<file path="src/ptts_pkg.sv">
// shared types and codes for the periodic task tick scheduler
`default_nettype none
package ptts_pkg;

    localparam logic [1:0] MODE_TICK     = 2'd0;
    localparam logic [1:0] MODE_DISPATCH = 2'd1;
    localparam logic [1:0] MODE_LOAD     = 2'd2;
    localparam logic [1:0] MODE_UNUSED   = 2'd3;

    localparam int MAX_RESULTS  = 16;
    localparam int RESULT_CNT_W = 5;

    typedef struct packed {
        logic [1:0]  mode;
        logic [3:0]  slot_index;
        logic [15:0] interval_value;
        logic        suspend_value;
    } in_beat_t;

    typedef struct packed {
        logic [3:0] task_index;
        logic       none_ready;
        logic       last;
    } out_beat_t;

    // per-step controls handed to the slot operator
    typedef struct packed {
        logic [1:0] mode;
        logic       load_hit;
        logic       load_suspend;
        logic       can_dispatch;
    } op_ctrl_t;

endpackage
`default_nettype wire

</file>
<file path="src/periodic_task_tick_scheduler.sv">
// top level: ring of slot cells, head operator, pass sequencer and result register
//
// The slots live in a ring of NUM_SLOTS cells that rotates one place per cycle
// during a pass; the slot leaving the head is updated and re-enters at the tail,
// so after NUM_SLOTS shifts every slot is back in its own cell. A tick or load
// beat is accepted and then walks the ring once, one slot per shift. A dispatch
// beat ends with a flush state after the walk: each found slot is held back
// until the next find or the flush so the final result of the pass can carry last,
// and the ring only moves while the result register can take a beat. A dispatch
// emits at most 16 results, in slot order, or one none-ready result. Mode 3 is
// accepted and dropped; a load to a slot number of NUM_SLOTS or more is dropped.
`default_nettype none
module periodic_task_tick_scheduler #(
    parameter int NUM_SLOTS   = 16,
    parameter int COUNT_WIDTH = 16
) (
    input  wire logic                aclk,
    input  wire logic                aresetn,
    input  wire logic                s_valid,
    output logic                     s_ready,
    input  wire ptts_pkg::in_beat_t  s_data,
    output logic                     m_valid,
    input  wire logic                m_ready,
    output ptts_pkg::out_beat_t      m_data
);

    localparam int SLOT_W = 2 * COUNT_WIDTH + 2;
    localparam int STEP_W = (NUM_SLOTS > 1) ? $clog2(NUM_SLOTS) : 1;

    localparam logic [1:0] ST_IDLE  = 2'd0;
    localparam logic [1:0] ST_RUN   = 2'd1;
    localparam logic [1:0] ST_FLUSH = 2'd2;

    logic [1:0]                   state_reg, state_next;
    logic [STEP_W-1:0]            step_reg, step_next;
    ptts_pkg::in_beat_t           item_reg, item_next;
    logic [ptts_pkg::RESULT_CNT_W-1:0] found_reg, found_next;
    logic                         hold_valid_reg, hold_valid_next;
    logic [3:0]                   hold_idx_reg, hold_idx_next;
    logic                         m_valid_reg, m_valid_next;
    ptts_pkg::out_beat_t          m_data_reg, m_data_next;

    logic                         out_free;
    logic                         shift_en;
    logic                         last_step;
    logic                         fire;
    ptts_pkg::op_ctrl_t           op_ctrl;
    logic [SLOT_W-1:0]            head_new;
    logic [SLOT_W-1:0]            ring [NUM_SLOTS];
    logic [SLOT_W-1:0]            ring_in [NUM_SLOTS];

    assign out_free  = !m_valid_reg || m_ready;
    assign last_step = (step_reg == STEP_W'(NUM_SLOTS - 1));
    assign shift_en  = (state_reg == ST_RUN) &&
                       ((item_reg.mode != ptts_pkg::MODE_DISPATCH) || out_free);

    always_comb begin
        op_ctrl.mode         = item_reg.mode;
        op_ctrl.load_hit     = (8'(item_reg.slot_index) == 8'(step_reg));
        op_ctrl.load_suspend = item_reg.suspend_value;
        op_ctrl.can_dispatch =
            (found_reg < ptts_pkg::RESULT_CNT_W'(ptts_pkg::MAX_RESULTS));
    end

    ptts_slot_op #(
        .CW (COUNT_WIDTH)
    ) u_op (
        .slot_in    (ring[0]),
        .ctrl       (op_ctrl),
        .load_value (COUNT_WIDTH'(item_reg.interval_value)),
        .slot_out   (head_new),
        .fire       (fire)
    );

    genvar gi;
    generate
        for (gi = 0; gi < NUM_SLOTS; gi++) begin : g_cell
            if (gi == NUM_SLOTS - 1) begin : g_tail
                assign ring_in[gi] = head_new;
            end else begin : g_mid
                assign ring_in[gi] = ring[gi+1];
            end
            ptts_cell #(
                .SLOT_W (SLOT_W)
            ) u_cell (
                .aclk     (aclk),
                .aresetn  (aresetn),
                .shift_en (shift_en),
                .din      (ring_in[gi]),
                .dout     (ring[gi])
            );
        end
    endgenerate

    always_comb begin
        state_next      = state_reg;
        step_next       = step_reg;
        item_next       = item_reg;
        found_next      = found_reg;
        hold_valid_next = hold_valid_reg;
        hold_idx_next   = hold_idx_reg;
        m_valid_next    = m_ready ? 1'b0 : m_valid_reg;
        m_data_next     = m_data_reg;

        case (state_reg)
            ST_IDLE: begin
                if (s_valid) begin
                    item_next       = s_data;
                    step_next       = '0;
                    found_next      = '0;
                    hold_valid_next = 1'b0;
                    if (s_data.mode != ptts_pkg::MODE_UNUSED) begin
                        state_next = ST_RUN;
                    end
                end
            end
            ST_RUN: begin
                if (shift_en) begin
                    if (fire) begin
                        // previous find is not the final one, send it now
                        if (hold_valid_reg) begin
                            m_valid_next           = 1'b1;
                            m_data_next.task_index = hold_idx_reg;
                            m_data_next.none_ready = 1'b0;
                            m_data_next.last       = 1'b0;
                        end
                        hold_valid_next = 1'b1;
                        hold_idx_next   = 4'(step_reg);
                        found_next      = found_reg + 1'b1;
                    end
                    if (last_step) begin
                        step_next  = '0;
                        state_next = (item_reg.mode == ptts_pkg::MODE_DISPATCH) ?
                                     ST_FLUSH : ST_IDLE;
                    end else begin
                        step_next = step_reg + 1'b1;
                    end
                end
            end
            ST_FLUSH: begin
                if (out_free) begin
                    m_valid_next           = 1'b1;
                    m_data_next.task_index = hold_valid_reg ? hold_idx_reg : 4'd0;
                    m_data_next.none_ready = !hold_valid_reg;
                    m_data_next.last       = 1'b1;
                    hold_valid_next        = 1'b0;
                    state_next             = ST_IDLE;
                end
            end
            default: begin
                state_next = ST_IDLE;
            end
        endcase
    end

    always_ff @(posedge aclk) begin
        if (!aresetn) begin
            state_reg      <= ST_IDLE;
            step_reg       <= '0;
            found_reg      <= '0;
            hold_valid_reg <= 1'b0;
            m_valid_reg    <= 1'b0;
        end else begin
            state_reg      <= state_next;
            step_reg       <= step_next;
            found_reg      <= found_next;
            hold_valid_reg <= hold_valid_next;
            m_valid_reg    <= m_valid_next;
        end
    end

    always_ff @(posedge aclk) begin
        item_reg     <= item_next;
        hold_idx_reg <= hold_idx_next;
        m_data_reg   <= m_data_next;
    end

    assign s_ready = (state_reg == ST_IDLE);
    assign m_valid = m_valid_reg;
    assign m_data  = m_data_reg;

    // a new result beat only comes out of a pass
    assert property (@(posedge aclk) disable iff (!aresetn)
        $rose(m_valid_reg) |-> ($past(state_reg) == ST_RUN || $past(state_reg) == ST_FLUSH))
        else $error("result beat raised outside a pass");

    // a pass never finds more than the result limit
    assert property (@(posedge aclk) disable iff (!aresetn)
        found_reg <= ptts_pkg::RESULT_CNT_W'(ptts_pkg::MAX_RESULTS))
        else $error("dispatch found count over limit");

    // none-ready only on the closing beat of a pass
    assert property (@(posedge aclk) disable iff (!aresetn)
        m_valid_reg && m_data_reg.none_ready |-> m_data_reg.last)
        else $error("none-ready beat without last");

    // the ring is parked in its home position whenever a beat can be taken
    assert property (@(posedge aclk) disable iff (!aresetn)
        state_reg == ST_IDLE |-> step_reg == '0)
        else $error("ring not at home while idle");

endmodule
`default_nettype wire

</file>
<file path="src/ptts_cell.sv">
// one slot cell of the rotating ring: holds a slot and passes it on when shifted
`default_nettype none
module ptts_cell #(
    parameter int SLOT_W = 34
) (
    input  wire logic              aclk,
    input  wire logic              aresetn,
    input  wire logic              shift_en,
    input  wire logic [SLOT_W-1:0] din,
    output logic      [SLOT_W-1:0] dout
);

    logic [SLOT_W-1:0] slot_reg;
    logic [SLOT_W-1:0] slot_next;

    always_comb begin
        slot_next = shift_en ? din : slot_reg;
    end

    always_ff @(posedge aclk) begin
        if (!aresetn) begin
            slot_reg <= '0;
        end else begin
            slot_reg <= slot_next;
        end
    end

    assign dout = slot_reg;

endmodule
`default_nettype wire

</file>
<file path="src/ptts_slot_op.sv">
// tick, dispatch and load update applied to the slot leaving the head of the ring
`default_nettype none
module ptts_slot_op #(
    parameter int CW = 16
) (
    input  wire logic [2*CW+1:0]       slot_in,
    input  wire ptts_pkg::op_ctrl_t    ctrl,
    input  wire logic [CW-1:0]         load_value,
    output logic      [2*CW+1:0]       slot_out,
    output logic                       fire
);

    logic [CW-1:0] cnt;
    logic [CW-1:0] ival;
    logic          susp;
    logic          pend;
    logic [CW-1:0] cnt_dec;
    logic [CW-1:0] cnt_new;
    logic [CW-1:0] ival_new;
    logic          susp_new;
    logic          pend_new;

    assign {cnt, ival, susp, pend} = slot_in;
    assign cnt_dec = cnt - CW'(1);

    always_comb begin
        cnt_new  = cnt;
        ival_new = ival;
        susp_new = susp;
        pend_new = pend;
        fire     = 1'b0;
        case (ctrl.mode)
            ptts_pkg::MODE_TICK: begin
                if (cnt != '0 && !susp) begin
                    if (cnt_dec == '0) begin
                        cnt_new  = ival;
                        pend_new = 1'b1;
                    end else begin
                        cnt_new = cnt_dec;
                    end
                end
            end
            ptts_pkg::MODE_DISPATCH: begin
                if (pend && !susp && ctrl.can_dispatch) begin
                    pend_new = 1'b0;
                    fire     = 1'b1;
                end
            end
            ptts_pkg::MODE_LOAD: begin
                if (ctrl.load_hit) begin
                    cnt_new  = load_value;
                    ival_new = load_value;
                    susp_new = ctrl.load_suspend;
                    pend_new = 1'b0;
                end
            end
            default: begin
            end
        endcase
    end

    assign slot_out = {cnt_new, ival_new, susp_new, pend_new};

endmodule
`default_nettype wire

</file>
<file path="config.mk">
export PLATFORM = sky130hd
export DESIGN_NAME = periodic_task_tick_scheduler
export DESIGN_NICKNAME = d
export VERILOG_FILES = /design/src/ptts_pkg.sv /design/src/periodic_task_tick_scheduler.sv /design/src/ptts_cell.sv /design/src/ptts_slot_op.sv
export SDC_FILE = /design/constraint.sdc
export NUM_CORES = 1
export LEC_CHECK = 0
export ABC_CLOCK_PERIOD_IN_PS = 4700
export BUFFER_PORTS_ARGS = -buffer_cell sky130_fd_sc_hd__buf_2
export CAP_MARGIN = 20
export CORE_AREA = 2 2 235 214
export CTS_CLUSTER_DIAMETER = 100
export CTS_CLUSTER_SIZE = 12
export DETAILED_ROUTE_END_ITERATION = 6
export DIE_AREA = 0 0 237 216
export PLACE_DENSITY = 0.71
export SLEW_MARGIN = 20
export SYNTH_ARGS = -nofsm -noshare
export SYNTH_HDL_FRONTEND = slang
export SYNTH_HIERARCHICAL = 1
export SYNTH_SLANG_ARGS = --single-unit
</file>
<file path="constraint.sdc">
create_clock -name aclk -period 4.7 [get_ports aclk]
set_input_delay 0.94 -clock aclk [delete_from_list [all_inputs] [get_ports aclk]]
set_output_delay 0.94 -clock aclk [all_outputs]
set_load 0.02 [all_outputs]
</file>
==> results.toml <==
[worst_setup_path]
crit_type = "reg2reg"
r2r-end = "g_cell[15].u_cell/dout[30]$_SDFFE_PN0P_"
ff2ff_setup_slack_ps = 1230
crit_fanout = 12
r2r_start = "g_cell[0].u_cell/dout[18]$_SDFFE_PN0P_"
worstPathRequired_ps = 5240
rr_worst_depth = 10
start_kind = "flip-flop"
crit_path_end_kind = "flip-flop"
cp.arrival_ps = 4010

[power_and_ir_drop]
vdd_drop_max_v = 0.000318
p_total_mw = 11.5
cellPowerDensity_nw_per_um2 = 450
power.leakage_nw = 8.74

[grt]
track_usage_pct = 15.4
grt_pass1_wl_um = 66200
grtUsageMet3_pct = 2.53
grt_util_met2_pct = 24.3
first_global_vias = 13463
overflow = 0
top_usage_layer = "met2"
grt_max_degree = 152
antenna_found_initial = 0
grtUsageMet1_pct = 21.0

[logic_synthesis]
ys.flop_type = "dfxtp_1"
synth_edf_count = 33
synth_area_sq_um = 24200
synthArstFlopShare_pct = 0
yosysWarnings = 6
postSynthCellCount = 2104
ys_seq_area_share_pct = 50.1
syn-num-nets = 2139
synth_cell_types = 66
ys_ff_latch = 590
syn_area_per_cell_sq_um = 11.5

[final_layout]
nets = 2119
fin_util_pct = 52.5
final_area_sq_um = 25600
fin_cells = 2730
drive_gt1_share_pct = 6.24
synthToLayoutAreaGrowth_pct = 5.52
largest_reg_flops = 544
final_common_cell = "dfxtp_1"
final_cell_mix = "dfxtp_1, mux2i_1, nor2b_1"
antenna_cells = 0

[floorplan]
num_rows = 77
dieArea_sq_um = 51200
io_pins = 35
start_util_pct = 49.8
core_sq_um = 48700
fp.dieW_um = 237
die_h_um = 216

[min_path]
hold_path.class = "reg2reg"
hold_end = "found_reg[1]$_SDFFE_PN0P_"
holdCritStartpoint = "found_reg[1]$_SDFFE_PN0P_"
min_path_cells = 2

[timing]
drv_slew = 0
finalSetupViolCount = 0
worstMarginPinSlew_ps = 1060
min_period_ps = 3470
finalHoldViolCount = 0
skew_ps = 23.4
whs_ps = 490
tns_ps = 0
rsz0062_at_grt = "no"
maxSlewHeadroom_pct = 29.1
setup_ws_ps = 1230
fin_crit_sh_pct = 73.9
clock.fmax_mhz = 288

[clocking]
cts_sinks = 590
post-cts-setup-buffers = 0
cts_tree = "done"
cts.hold.buffers_added = 0
ctsResizeCount = 0
clk_latency_ps = 610
h-tree-depth = 2
clockBufferDepth = 3
cts_root_buffer = "clkbuf_16"
clkTransAtPathRegs_ps = 70
numCtsBuffers = 55

[placed_design]
dp_slack_ps = 1230
routabilityCongestion = 0.824
placed_cell_area_sq_um = 24100
dp_hpwl_um = 24300
dpl.cell_count = 2659
port-buffer-count = 34

[routing]
drt-total-wl_um = 39300
drc_errors = 0
first_iter_violations = 787
via_count = 13805
wl_per_cell_um = 14.4
final_antenna_net_count = 0
drtPass1Iterations = 4
vias_per_cell = 5.06

[status]
status = "completed"

[job]
maxCapViolations = 0
## Yosys cell counts, drive strengths merged, types with 3 or more instances
library cell	count	area share, %
a211oi	5	0.16
a21oi	18	0.37
a221oi	4	0.14
a22oi	4	0.12
a31oi	12	0.31
and2	8	0.21
buf	72	4.9
clkbuf	59	0.91
dfxtp	557	46
edfxtp	33	4.1
ha	8	0.41
inv	17	0.26
mux2i	548	23
nand2	74	1.1
nand2b	4	0.10
nand3	16	0.33
nand4	4	0.10
nor2	14	0.22
nor2b	546	14
nor3	7	0.17
nor3b	3	0.093
nor4	9	0.23
o2111ai	3	0.18
o21ai	19	0.39
o22ai	5	0.13
or3	6	0.16
or4	3	0.11
xnor2	4	0.14
xor2	6	0.22
## cell families (layout without fill, tap and decap cells)
family | count (synthesis) | count (layout) | share of synthesized area (%)
buffers and inverters | 148 | 142 | 6.12
xor gates and xnor gates | 10 | 10 | 0.362
muxes | 550 | 550 | 22.8
AOI/OAI and AO/OA | 93 | 93 | 2.86
adders and majority gates | 8 | 8 | 0.413
DFF | 590 | 590 | 50.1
and+or+nand+nor | 705 | 705 | 17.3
## layout make-up
cell class / count / area (sq um)
clock buffers: 66 / 1420
clock inverters: 5 / 40.0
fillers: 4207 / 23100
inverters: 17 / 63.8
multi-input cells: 1366 / 10600
flip-flops and latches: 590 / 12100
well taps: 632 / 791
repair buffers: 54 / 480
## worst max-delay path, stage by stage (launching register included)
cell       delay (ps)
dfxtp_1           360
inv_1             110
ha_1              270
or4b_4            550
nor4_1            430
xor2_1            210
a2111oi_4         840
and2_1            310
a221o_1           160
mux2i_1            70
nor2b_1           110
## power by group
part / leakage, nW / internal, mW / total, mW / switching (mW)
combinational: 3.23 / 1.13 / 2.48 / 1.35
clock: 0.713 / 2.10 / 3.85 / 1.75
sequential: 4.80 / 5.11 / 5.17 / 0.0558
## how the worst max path moves through the flow
stage	from	end	slack (ps)
after floorplan	m_ready	g_cell[15].u_cell/dout[25]$_SDFFE_PN0P_	1660
after global placement	g_cell[0].u_cell/dout[18]$_SDFFE_PN0P_	g_cell[15].u_cell/dout[30]$_SDFFE_PN0P_	1300
after detailed placement	g_cell[0].u_cell/dout[18]$_SDFFE_PN0P_	g_cell[15].u_cell/dout[30]$_SDFFE_PN0P_	1230
after CTS	g_cell[0].u_cell/dout[18]$_SDFFE_PN0P_	g_cell[15].u_cell/dout[30]$_SDFFE_PN0P_	1190
after global routing	g_cell[0].u_cell/dout[18]$_SDFFE_PN0P_	g_cell[15].u_cell/dout[30]$_SDFFE_PN0P_	850
final	g_cell[0].u_cell/dout[18]$_SDFFE_PN0P_	g_cell[15].u_cell/dout[30]$_SDFFE_PN0P_	1230
## per-layer routing
metal / routed length, um / part of all wire [%]
met5: 0 / 0
met4: 1160 / 2.9
met3: 1500 / 3.8
met2: 17500 / 45
met1: 19100 / 49
Note: power is estimated with default switching activity, not from simulation.
